===== src/sv/tvp_pkg.sv =====
package tvp_pkg;

    // Field widths
    localparam int TIME_W = 16;   // elapsed / duration ticks
    localparam int FRAC_W = 16;   // fraction bits of position
    localparam int PEAK_W = 16;   // peak_fraction, Q0.16
    localparam int DATA_W = 32;   // start_value, distance
    localparam int POS_W  = 48;   // position, Q32.16

    // Datapath widths
    localparam int PROD_W = 64;   // distance * s^2
    localparam int DEN_W  = 48;   // T^2 * P, below 2^48
    localparam int MP_W   = 17;   // widest serial multiplier (Q = 2^16 - P)
    localparam int QUOT_W = 48;   // quotient stays below 2^47
    localparam int SUM_W  = 50;   // profile and position before saturation
    localparam int CNT_W  = 7;

    // Step counts, one multiplier bit or one quotient bit per cycle
    localparam int MUL_STEPS = MP_W + 1;
    localparam int DIV_STEPS = PROD_W + FRAC_W + PEAK_W;

    localparam logic [CNT_W-1:0] MUL_LAST = CNT_W'(MUL_STEPS - 1);
    localparam logic [CNT_W-1:0] DIV_LAST = CNT_W'(DIV_STEPS - 1);

    localparam logic signed [SUM_W-1:0] POS_MAX = 50'sh0_7FFF_FFFF_FFFF;
    localparam logic signed [SUM_W-1:0] POS_MIN = 50'sh3_8000_0000_0000;

    // Configuration register indexes
    localparam logic [1:0] REG_START    = 2'd0;
    localparam logic [1:0] REG_DISTANCE = 2'd1;
    localparam logic [1:0] REG_DURATION = 2'd2;
    localparam logic [1:0] REG_PEAK     = 2'd3;

    // Input word function codes
    localparam logic FUNC_ADVANCE = 1'b0;
    localparam logic FUNC_RESTART = 1'b1;

    typedef enum logic [2:0] {
        ST_IDLE,
        ST_MUL1,   // T*T and T*P
        ST_MUL2,   // |D|*s and T^2*(P or Q)
        ST_MUL3,   // (|D|*s)*s
        ST_DIV,    // restoring divide, one quotient bit per cycle
        ST_FIN,    // apply sign and phase
        ST_HOLD    // add start, saturate, wait for output slot
    } state_t;

endpackage


===== src/sv/triangular_velocity_profile.sv =====
// Flow: an accepted word passes ST_MUL1, ST_MUL2, ST_MUL3, ST_DIV, ST_FIN and
//   ST_HOLD before m_valid rises, plus any wait in ST_HOLD while the previous
//   result word is still held on the output. s_ready is high only in ST_IDLE,
//   so a new word is taken only after the last has left ST_HOLD. Most of that
//   time is the bit-serial divider and three shift-add multiply passes on acc_reg.
// Reset (aresetn low, synchronous): elapsed = 0, registers = 0, 0, 1, 32768,
//   no word in flight, m_valid low.
module triangular_velocity_profile (
    input  logic        aclk,
    input  logic        aresetn,

    // configuration write port
    input  logic        cfg_wr_en,
    input  logic [1:0]  cfg_index,
    input  logic [31:0] cfg_data,

    // tick / restart words
    input  logic        s_valid,
    output logic        s_ready,
    input  logic        s_func,
    input  logic [15:0] s_dt,

    // result words
    output logic        m_valid,
    input  logic        m_ready,
    output logic [47:0] m_position,
    output logic [15:0] m_elapsed,
    output logic        m_done_res
);

    // ------------------------------------------------------------------
    // Configuration registers
    // ------------------------------------------------------------------
    logic signed [tvp_pkg::DATA_W-1:0] start_reg;
    logic signed [tvp_pkg::DATA_W-1:0] dist_reg;
    logic [tvp_pkg::TIME_W-1:0]        dur_reg;
    logic [tvp_pkg::PEAK_W-1:0]        peak_reg;

    always_ff @(posedge aclk) begin
        if (!aresetn) begin
            start_reg <= '0;
            dist_reg  <= '0;
            dur_reg   <= tvp_pkg::TIME_W'(1);
            peak_reg  <= tvp_pkg::PEAK_W'(32768);
        end else if (cfg_wr_en) begin
            case (cfg_index)
                tvp_pkg::REG_START:    start_reg <= cfg_data;
                tvp_pkg::REG_DISTANCE: dist_reg  <= cfg_data;
                tvp_pkg::REG_DURATION: dur_reg   <= cfg_data[tvp_pkg::TIME_W-1:0];
                tvp_pkg::REG_PEAK:     peak_reg  <= cfg_data[tvp_pkg::PEAK_W-1:0];
                default: ;
            endcase
        end
    end

    // ------------------------------------------------------------------
    // State
    // ------------------------------------------------------------------
    tvp_pkg::state_t state_reg, state_next;

    logic [tvp_pkg::CNT_W-1:0]  cnt_reg, cnt_next;
    logic [tvp_pkg::TIME_W-1:0] elapsed_reg, elapsed_next;

    // Serial multiply / divide datapath
    logic [tvp_pkg::PROD_W-1:0] mc_reg, mc_next;     // multiplicand, shifts left
    logic [tvp_pkg::DEN_W-1:0]  mc2_reg, mc2_next;   // second multiplicand
    logic [tvp_pkg::MP_W-1:0]   mp_reg, mp_next;     // multiplier, shifts right
    logic [tvp_pkg::MP_W-1:0]   mp2_reg, mp2_next;
    logic [tvp_pkg::PROD_W-1:0] acc_reg, acc_next;   // T^2, |D|*s, M, then dividend
    logic [tvp_pkg::DEN_W-1:0]  acc2_reg, acc2_next; // T*P, then divisor
    logic [tvp_pkg::DEN_W-1:0]  rem_reg, rem_next;
    logic [tvp_pkg::QUOT_W-1:0] quot_reg, quot_next;
    logic [tvp_pkg::TIME_W-1:0] s_reg, s_next;       // t or T-t
    logic                       fall_reg, fall_next; // decelerating phase
    logic signed [tvp_pkg::SUM_W-1:0] prof_reg, prof_next;

    // Output register
    logic                       m_valid_reg, m_valid_next;
    logic [tvp_pkg::POS_W-1:0]  pos_reg, pos_next;
    logic [tvp_pkg::TIME_W-1:0] m_elapsed_reg, m_elapsed_next;
    logic                       m_done_reg, m_done_next;

    // Control decodes
    logic in_accept;
    logic out_load;

    // ------------------------------------------------------------------
    // Next state
    // ------------------------------------------------------------------
    always_comb begin
        state_next = state_reg;
        case (state_reg)
            tvp_pkg::ST_IDLE: if (s_valid) state_next = tvp_pkg::ST_MUL1;
            tvp_pkg::ST_MUL1: if (cnt_reg == tvp_pkg::MUL_LAST) state_next = tvp_pkg::ST_MUL2;
            tvp_pkg::ST_MUL2: if (cnt_reg == tvp_pkg::MUL_LAST) state_next = tvp_pkg::ST_MUL3;
            tvp_pkg::ST_MUL3: if (cnt_reg == tvp_pkg::MUL_LAST) state_next = tvp_pkg::ST_DIV;
            tvp_pkg::ST_DIV:  if (cnt_reg == tvp_pkg::DIV_LAST) state_next = tvp_pkg::ST_FIN;
            tvp_pkg::ST_FIN:  state_next = tvp_pkg::ST_HOLD;
            tvp_pkg::ST_HOLD: if (!m_valid_reg || m_ready) state_next = tvp_pkg::ST_IDLE;
            default:          state_next = tvp_pkg::ST_IDLE;
        endcase
    end

    // ------------------------------------------------------------------
    // Control outputs
    // ------------------------------------------------------------------
    always_comb begin
        s_ready  = 1'b0;
        out_load = 1'b0;
        case (state_reg)
            tvp_pkg::ST_IDLE: s_ready  = 1'b1;
            tvp_pkg::ST_HOLD: out_load = !m_valid_reg || m_ready;
            default: ;
        endcase
        in_accept = s_valid && s_ready;
    end

    // ------------------------------------------------------------------
    // Datapath
    // ------------------------------------------------------------------
    logic [tvp_pkg::TIME_W:0]          t_sum;
    logic [tvp_pkg::DATA_W-1:0]        mag;
    logic [31:0]                       t_scaled;
    logic                              fall_dec;
    logic [tvp_pkg::TIME_W-1:0]        s_dec;
    logic [tvp_pkg::MP_W-1:0]          pq_dec;
    logic [tvp_pkg::DEN_W-1:0]         add2;
    logic [tvp_pkg::DEN_W:0]           rem_sh;
    logic [tvp_pkg::DEN_W:0]           rem_sub;
    logic                              q_bit;
    logic [tvp_pkg::QUOT_W-1:0]        q_val;
    logic signed [tvp_pkg::SUM_W-1:0]  full;
    logic signed [tvp_pkg::SUM_W-1:0]  q_ext;
    logic signed [tvp_pkg::SUM_W-1:0]  start_ext;
    logic signed [tvp_pkg::SUM_W-1:0]  pos_sum;

    always_comb begin
        cnt_next       = cnt_reg + tvp_pkg::CNT_W'(1);
        elapsed_next   = elapsed_reg;
        mc_next        = mc_reg << 1;
        mc2_next       = mc2_reg << 1;
        mp_next        = mp_reg >> 1;
        mp2_next       = mp2_reg >> 1;
        acc_next       = acc_reg;
        acc2_next      = acc2_reg;
        rem_next       = rem_reg;
        quot_next      = quot_reg;
        s_next         = s_reg;
        fall_next      = fall_reg;
        prof_next      = prof_reg;
        m_valid_next   = m_valid_reg && !m_ready;
        pos_next       = pos_reg;
        m_elapsed_next = m_elapsed_reg;
        m_done_next    = m_done_reg;

        // new elapsed time, clamped to duration
        t_sum = {1'b0, elapsed_reg} + {1'b0, s_dt};

        // |distance|; -2^31 maps to 2^31 as unsigned
        mag = dist_reg[tvp_pkg::DATA_W-1] ? (tvp_pkg::DATA_W'(0) - dist_reg) : dist_reg;

        // phase select: rising while t*2^16 <= T*P
        t_scaled = {elapsed_reg, tvp_pkg::PEAK_W'(0)};
        fall_dec = t_scaled > acc2_reg[31:0];
        s_dec    = fall_dec ? (dur_reg - elapsed_reg) : elapsed_reg;
        pq_dec   = fall_dec ? (tvp_pkg::MP_W'(1 << tvp_pkg::PEAK_W) - {1'b0, peak_reg})
                            : {1'b0, peak_reg};

        // second accumulator takes T in pass 1, T^2 in pass 2
        add2 = (state_reg == tvp_pkg::ST_MUL1) ? mc_reg[tvp_pkg::DEN_W-1:0] : mc2_reg;

        // restoring divide step
        rem_sh  = {rem_reg, acc_reg[tvp_pkg::PROD_W-1]};
        rem_sub = rem_sh - {1'b0, acc2_reg};
        q_bit   = rem_sh >= {1'b0, acc2_reg};

        // final quotient; zero divisor yields zero
        q_val = (acc2_reg == '0) ? '0 : quot_reg;
        q_ext = $signed({{(tvp_pkg::SUM_W - tvp_pkg::QUOT_W){1'b0}}, q_val});
        full  = $signed({{(tvp_pkg::SUM_W - tvp_pkg::DATA_W - tvp_pkg::FRAC_W)
                          {dist_reg[tvp_pkg::DATA_W-1]}},
                         dist_reg, tvp_pkg::FRAC_W'(0)});
        start_ext = $signed({{(tvp_pkg::SUM_W - tvp_pkg::DATA_W - tvp_pkg::FRAC_W)
                              {start_reg[tvp_pkg::DATA_W-1]}},
                             start_reg, tvp_pkg::FRAC_W'(0)});
        pos_sum = start_ext + prof_reg;

        case (state_reg)
            tvp_pkg::ST_IDLE: begin
                cnt_next = '0;
                if (in_accept) begin
                    if (s_func == tvp_pkg::FUNC_RESTART) begin
                        elapsed_next = '0;
                    end else if (t_sum > {1'b0, dur_reg}) begin
                        elapsed_next = dur_reg;
                    end else begin
                        elapsed_next = t_sum[tvp_pkg::TIME_W-1:0];
                    end
                    mc_next   = tvp_pkg::PROD_W'(dur_reg);
                    mp_next   = tvp_pkg::MP_W'(dur_reg);
                    mp2_next  = tvp_pkg::MP_W'(peak_reg);
                    acc_next  = '0;
                    acc2_next = '0;
                end
            end
            tvp_pkg::ST_MUL1: begin
                acc_next  = acc_reg + (mp_reg[0] ? mc_reg : '0);
                acc2_next = acc2_reg + (mp2_reg[0] ? add2 : '0);
                if (cnt_reg == tvp_pkg::MUL_LAST) begin
                    cnt_next  = '0;
                    fall_next = fall_dec;
                    s_next    = s_dec;
                    mc_next   = tvp_pkg::PROD_W'(mag);
                    mc2_next  = tvp_pkg::DEN_W'(acc_reg[31:0]);
                    mp_next   = tvp_pkg::MP_W'(s_dec);
                    mp2_next  = pq_dec;
                    acc_next  = '0;
                    acc2_next = '0;
                end
            end
            tvp_pkg::ST_MUL2: begin
                acc_next  = acc_reg + (mp_reg[0] ? mc_reg : '0);
                acc2_next = acc2_reg + (mp2_reg[0] ? add2 : '0);
                if (cnt_reg == tvp_pkg::MUL_LAST) begin
                    cnt_next = '0;
                    mc_next  = tvp_pkg::PROD_W'(acc_reg[tvp_pkg::POS_W-1:0]);
                    mp_next  = tvp_pkg::MP_W'(s_reg);
                    acc_next = '0;
                end
            end
            tvp_pkg::ST_MUL3: begin
                acc_next = acc_reg + (mp_reg[0] ? mc_reg : '0);
                if (cnt_reg == tvp_pkg::MUL_LAST) begin
                    cnt_next  = '0;
                    rem_next  = '0;
                    quot_next = '0;
                end
            end
            tvp_pkg::ST_DIV: begin
                acc_next  = acc_reg << 1;
                rem_next  = q_bit ? rem_sub[tvp_pkg::DEN_W-1:0] : rem_sh[tvp_pkg::DEN_W-1:0];
                quot_next = {quot_reg[tvp_pkg::QUOT_W-2:0], q_bit};
            end
            tvp_pkg::ST_FIN: begin
                if (dur_reg == '0) begin
                    prof_next = full;
                end else if (!fall_reg) begin
                    prof_next = dist_reg[tvp_pkg::DATA_W-1] ? -q_ext : q_ext;
                end else begin
                    prof_next = dist_reg[tvp_pkg::DATA_W-1] ? (full + q_ext) : (full - q_ext);
                end
            end
            tvp_pkg::ST_HOLD: begin
                if (out_load) begin
                    m_valid_next = 1'b1;
                    if (pos_sum > tvp_pkg::POS_MAX) begin
                        pos_next = tvp_pkg::POS_MAX[tvp_pkg::POS_W-1:0];
                    end else if (pos_sum < tvp_pkg::POS_MIN) begin
                        pos_next = tvp_pkg::POS_MIN[tvp_pkg::POS_W-1:0];
                    end else begin
                        pos_next = pos_sum[tvp_pkg::POS_W-1:0];
                    end
                    m_elapsed_next = elapsed_reg;
                    m_done_next    = elapsed_reg == dur_reg;
                end
            end
            default: ;
        endcase
    end

    // ------------------------------------------------------------------
    // Registers
    // ------------------------------------------------------------------
    always_ff @(posedge aclk) begin
        if (!aresetn) begin
            state_reg   <= tvp_pkg::ST_IDLE;
            cnt_reg     <= '0;
            elapsed_reg <= '0;
            m_valid_reg <= 1'b0;
        end else begin
            state_reg   <= state_next;
            cnt_reg     <= cnt_next;
            elapsed_reg <= elapsed_next;
            m_valid_reg <= m_valid_next;
        end
    end

    always_ff @(posedge aclk) begin
        mc_reg        <= mc_next;
        mc2_reg       <= mc2_next;
        mp_reg        <= mp_next;
        mp2_reg       <= mp2_next;
        acc_reg       <= acc_next;
        acc2_reg      <= acc2_next;
        rem_reg       <= rem_next;
        quot_reg      <= quot_next;
        s_reg         <= s_next;
        fall_reg      <= fall_next;
        prof_reg      <= prof_next;
        pos_reg       <= pos_next;
        m_elapsed_reg <= m_elapsed_next;
        m_done_reg    <= m_done_next;
    end

    assign m_valid    = m_valid_reg;
    assign m_position = pos_reg;
    assign m_elapsed  = m_elapsed_reg;
    assign m_done_res = m_done_reg;

endmodule


===== config.mk =====
export PLATFORM = sky130hd
export DESIGN_NAME = triangular_velocity_profile
export DESIGN_NICKNAME = d
export VERILOG_FILES = /design/src/sv/tvp_pkg.sv /design/src/sv/triangular_velocity_profile.sv
export SDC_FILE = /design/constraint.sdc
export NUM_CORES = 2
export LEC_CHECK = 0
export ABC_AREA = 0
export BUFFER_PORTS_ARGS = -buffer_cell sky130_fd_sc_hd__buf_2
export CORE_UTILIZATION = 65
export DETAILED_ROUTE_END_ITERATION = 10
export PLACE_DENSITY = 0.79
export SLEW_MARGIN = 20
export SYNTH_ARGS = -nofsm -noshare
export SYNTH_HDL_FRONTEND = slang
export SYNTH_SLANG_ARGS = --single-unit

===== constraint.sdc =====
create_clock -name aclk -period 18.15 [get_ports aclk]
set_clock_uncertainty 0.05 [all_clocks]
set_input_delay 3.63 -clock aclk [delete_from_list [all_inputs] [get_ports aclk]]
set_output_delay 3.63 -clock aclk [all_outputs]
set_load 0.05 [all_outputs]

### Yosys cells after proc, flatten, opt, wreduce, memory -nomap -nowiden

Index checks and enable logic that the tools add are counted.

* bits in registers: 609
* input bits: 56
* output and inout port bits: 67
* logic and storage cells: 135

* $add $sub $neg: 12
* order comparisons: 5
* equal/unequal tests: 19
* muxes and demuxes: 50
* reductions and logical operators: 25

Operators with widths (count)
* $mux 48: 10
* $mux 64: 6
* $pmux 64 s4: 1
* $mux 50: 4
* $pmux 48 s2: 2
* $pmux 64 s3: 1
* $pmux 48 s3: 1
* $mux 16: 7
* $add 64x64->64: 1
* $add 48x49->50: 1
* $add 48x50->50: 1
* $gt 50x48->1 const B: 1
* $lt 50x48->1 const B: 1
* $neg 48->50: 1
* $sub 48x49->50: 1
* $ge 49x48->1: 1
* $add 48x48->48: 1
* $logic_not 48->1: 1
* $pmux 16 s3: 1
* $sub 48x48->48: 1
* $mux 17: 2
* $pmux 17 s2: 1
* $gt 32x32->1: 1
* $mux 32: 1
* 33 further kinds: 62

### Depth between registers and ports, before layout

* depth after elaboration: 6
* gate-level depth with buffers: 26
* gate-level depth less buffers: 25

### Worst setup path before layout

Ideal clock, no wire load.

* kind: reg-to-reg
* start: reg cnt_reg[0] in the netlist's numbering
* end: reg quot_reg[0] in the netlist's numbering (enable)
* setup time: 0.683 ns
* arrival: 7.987 ns
* data required time: 17.417 ns
* path slack: 9.430 ns
* cell stages (with the launch flop): 7
* path buffers: 1
* period minus slack after synthesis: 8.720 ns
* cell sequence: dfxtp_1 > ha_1 > nor4b_1 > and3b_1 > clkbuf_1 > nand3_1 > o21ai_0

* word-level cells in the longest chain between the ends: 3

Ends and longest elaborated chain
* start: declaration: line triangular_velocity_profile.sv:61 `logic [tvp_pkg::CNT_W-1:0] cnt_reg, cnt_next;`
* start signal: assignment: line triangular_velocity_profile.sv:282 `cnt_reg <= cnt_next;`
* $eq 7x5->1: line triangular_velocity_profile.sv:233 `if (cnt_reg == tvp_pkg::MUL_LAST) begin`
* $ne 2x2->1 (no line)
* $reduce_and 2->1 (no line)
* end signal: assignment: line triangular_velocity_profile.sv:296 `quot_reg <= quot_next;`
* end: declaration: line triangular_velocity_profile.sv:72 `logic [tvp_pkg::QUOT_W-1:0] quot_reg, quot_next;`

No other way between the ends.
A chain may end at the register's enable or synchronous reset.

### Worst setup path after layout

* start: in s_dt[1]
* end: reg elapsed_reg[2] in the netlist's numbering

* word-level cells in the longest chain between the ends: 4

Ends and longest elaborated chain
* start: declaration: line triangular_velocity_profile.sv:21 `input logic [15:0] s_dt,`
* $add 16x16->17 (*): line triangular_velocity_profile.sv:157 `t_sum = {1'b0, elapsed_reg} + {1'b0, s_dt};`
* $gt 17x16->1: line triangular_velocity_profile.sv:194 `end else if (t_sum > {1'b0, dur_reg}) begin`
* $mux 16 (*): line triangular_velocity_profile.sv:194
* $mux 16 (*): line triangular_velocity_profile.sv:192 `if (s_func == tvp_pkg::FUNC_RESTART) begin`
* end signal: assignment: line triangular_velocity_profile.sv:283 `elapsed_reg <= elapsed_next;`
* end: declaration: line triangular_velocity_profile.sv:62 `logic [tvp_pkg::TIME_W-1:0] elapsed_reg, elapsed_next;`

Mark *: on every way between the ends. The rest lies on a longest branch, timed or not.

==> results.toml <==
[yosys]
yosysTopAreaCell = "edfxtp_1"
synthesis.nets = 5360
ys_top_cells_by_area = "edfxtp_1 (24%), dfxtp_1 (13%), ha_1 (9.6%)"
synth_cells = 4970
avgSynthCellArea_sq_um = 8.576
ys_seq_area_frac = 0.3654
yosysMostFrequentCell = "nand2_1"
synthFlopType = "edfxtp_1"
yosysUniqueCellTypes = 93
ys_ff_latch = 608
synth-edff-count = 340
async_flop_share = 0
netlist.area_leader.share = 0.2395
netlist_area_sq_um = 42620
yosys-top-cells-count = "nand2_1 (766), a21oi_1 (345), edfxtp_1 (340)"
yosysWarnings = 0

[clock_tree]
clk_pin_slew_ps = 60
clk_latency_ps = 620
cts.sinks = 608
cts_hold_buf = 0
cts_root_buf = "clkbuf_16"
h-tree-depth = 3
cts_buffer_depth = 3
cts_tree = "done"
post_cts_buffers = 0
ctsResizeCount = 0
cts_made_buffers = 70

[critical_path]
worstSetupEndpointType = "flip-flop"
worstPathArrival_ps = 9030
rr_startpoint = "elapsed_reg[1]"
crit_type = "in -> reg"
crit_required_ps = 18550
rrSetupSlack_ps = 12060
reg2reg_depth = 18
cp-start-kind = "input pin"
worstPathMaxFanout = 16
timing.rr.end = "elapsed_reg[2]"

[min_path]
whs_path_depth = 2
hp-class = "reg -> reg"
min_from = "mp2_reg[11]"
holdPathEnd = "mp2_reg[10]"

[timing]
rsz0062_at_grt = "false"
fmaxAchievable_ghz = 0.1159
setup_viol = 0
hold_viol_final = 0
relSlewSlack = 0.2809
finalSetupTns_ps = 0
worst_pin_slew_ps = 1069
report.final.slew_viol_count = 0
period_minus_slack_ps = 8626
timing.hold.ws_ps = 372.3
fin_crit_sh = 0.4753

[final_layout]
area.growth.synth_to_final_pct = 8.149
finish.utilization = 0.7138
n_antenna_cell = 0
regArea_sq_um = 15580
fin_nets = 5345
drive_gt1_frac = 0.06866
nFillCells = 5142
multi_input_area_sq_um = 25380

[grt]
grt_usage = 0.3606
grt_pass1_wl_microns = 193300
antenna_found_initial = 0
grt_max_degree = 105
grt_pass1_vias = 35590
overflow = 0

[floorplanning]
dieWidth_microns = 258.1
start_util = 0.6600
dieArea_sq_um = 66610
core.rowCount = 93
core_area_sq_um = 64580
ios = 123
die_h_microns = 258.1

[detailed_routing]
wire_per_inst_microns = 20.75
via_count = 37840
drt_iter0_markers = 4157
final_antenna_net_count = 0
drc = 0
wl_microns = 121700
first_pass_iters = 7
viasPerCell = 6.452

[power]
peakVddDrop_uv = 71.19
p_per_area_nw_per_um2 = 80.39
power.leakage_nw = 20.02
total_power_mw = 3.706

[place]
portBuffers = 122
dp_hpwl_microns = 87140
gp_congestion = 0.9828

[outcome]
status = "finished, final reports clean"

[job]
maxCapViolCount = 0
[per-stage QoR]
| step | worst slack [ps] | instances | instance area [sq um] |
|---|---|---|---|
| finish | 9524 | 5865 | 46100 |
| floorplan | 9430 | 4970 | 42620 |
| detailed placement | 9011 | 5738 | 43770 |
| global route | 9173 | 5865 | 46100 |
| CTS | 9652 | 5865 | 46080 |
| global placement | 9001 | 5738 | 43770 |
[how the worst max path moves through the flow]
stage | slack, ps | depth (start not counted) | endpoint | startpoint
after floorplan | 9430 | 6 | quot_reg[0] | cnt_reg[0]
after global placement | 9000 | 19 | elapsed_reg[14] | s_dt[1]
after detailed placement | 9010 | 19 | elapsed_reg[2] | s_dt[1]
after CTS | 9650 | 19 | elapsed_reg[2] | s_dt[1]
after global routing | 9170 | 26 | elapsed_reg[2] | s_dt[0]
final | 9520 | 19 | elapsed_reg[2] | s_dt[1]
[kinds of logic (layout without fill, tap and decap cells)]
| logic type | Yosys count | count (layout) | share of synthesized area |
|---|---|---|---|
| AND/OR/NAND/NOR | 1727 | 1727 | 0.1880 |
| AO/OA/AOI/OAI | 1515 | 1515 | 0.2399 |
| flip-flops | 608 | 608 | 0.3654 |
| buffers and inverters | 472 | 512 | 0.04224 |
| adder cells (fa/ha/maj) | 334 | 334 | 0.09927 |
| XOR/XNOR | 295 | 295 | 0.06062 |
| multiplexers | 19 | 19 | 0.004608 |
[layout by cell type (no fill, tap or decap), drive strengths merged, types with 85 or more instances in the layout]
cell type / instances
inv: 228
and2: 123
ha: 327
edfxtp: 340
xor2: 117
a21oi: 347
buf: 162
nor2: 320
o21ai: 275
a21o: 179
and3: 85
nand2: 766
dfxtp: 268
a21boi: 148
clkbuf: 95
xnor2: 178
[layout make-up]
cell class | count | share of cell area
Multi-Input combinational cell | 3890 | 0.5506
Inverter | 223 | 0.01816
Timing Repair Buffer | 162 | 0.01976
Clock buffer | 95 | 0.04381
Tap cell | 855 | 0.02321
Sequential cell | 608 | 0.3380
Clock inverter | 32 | 0.006487
[where the power goes]
part / leakage, nW / internal, mW / switching (mW)
clock: 1.13 / 0.841 / 0.599
combinational: 13.2 / 0.242 / 0.422
sequential: 5.65 / 1.52 / 0.0798
[layer usage]
metal | up-vias | share of wire | GRT usage | wire (microns)
met1 | 17880 | 0.43 | 0.4948 | 52000
met2 | 1676 | 0.45 | 0.5709 | 54940
li1 | 17980 | - | - | -
met5 | - | 0 | 0 | 0
met3 | 306 | 0.080 | 0.05026 | 9682
met4 | 0 | 0.042 | 0.1529 | 5071
[worst max-delay path: stages]
cell	delay, ps
buf_2	110
ha_1	280
a21o_1	180
a21oi_1	230
o21ai_0	110
a21oi_1	270
o21a_1	180
o21ai_0	130
o41ai_1	630
o21ai_0	310
or4b_2	660
nand3_1	130
ha_1	150
nand2_1	50
nor4_1	190
a22o_1	630
inv_1	250
nor2_1	680
o311ai_0	230
(Power assumes the default switching activity.)
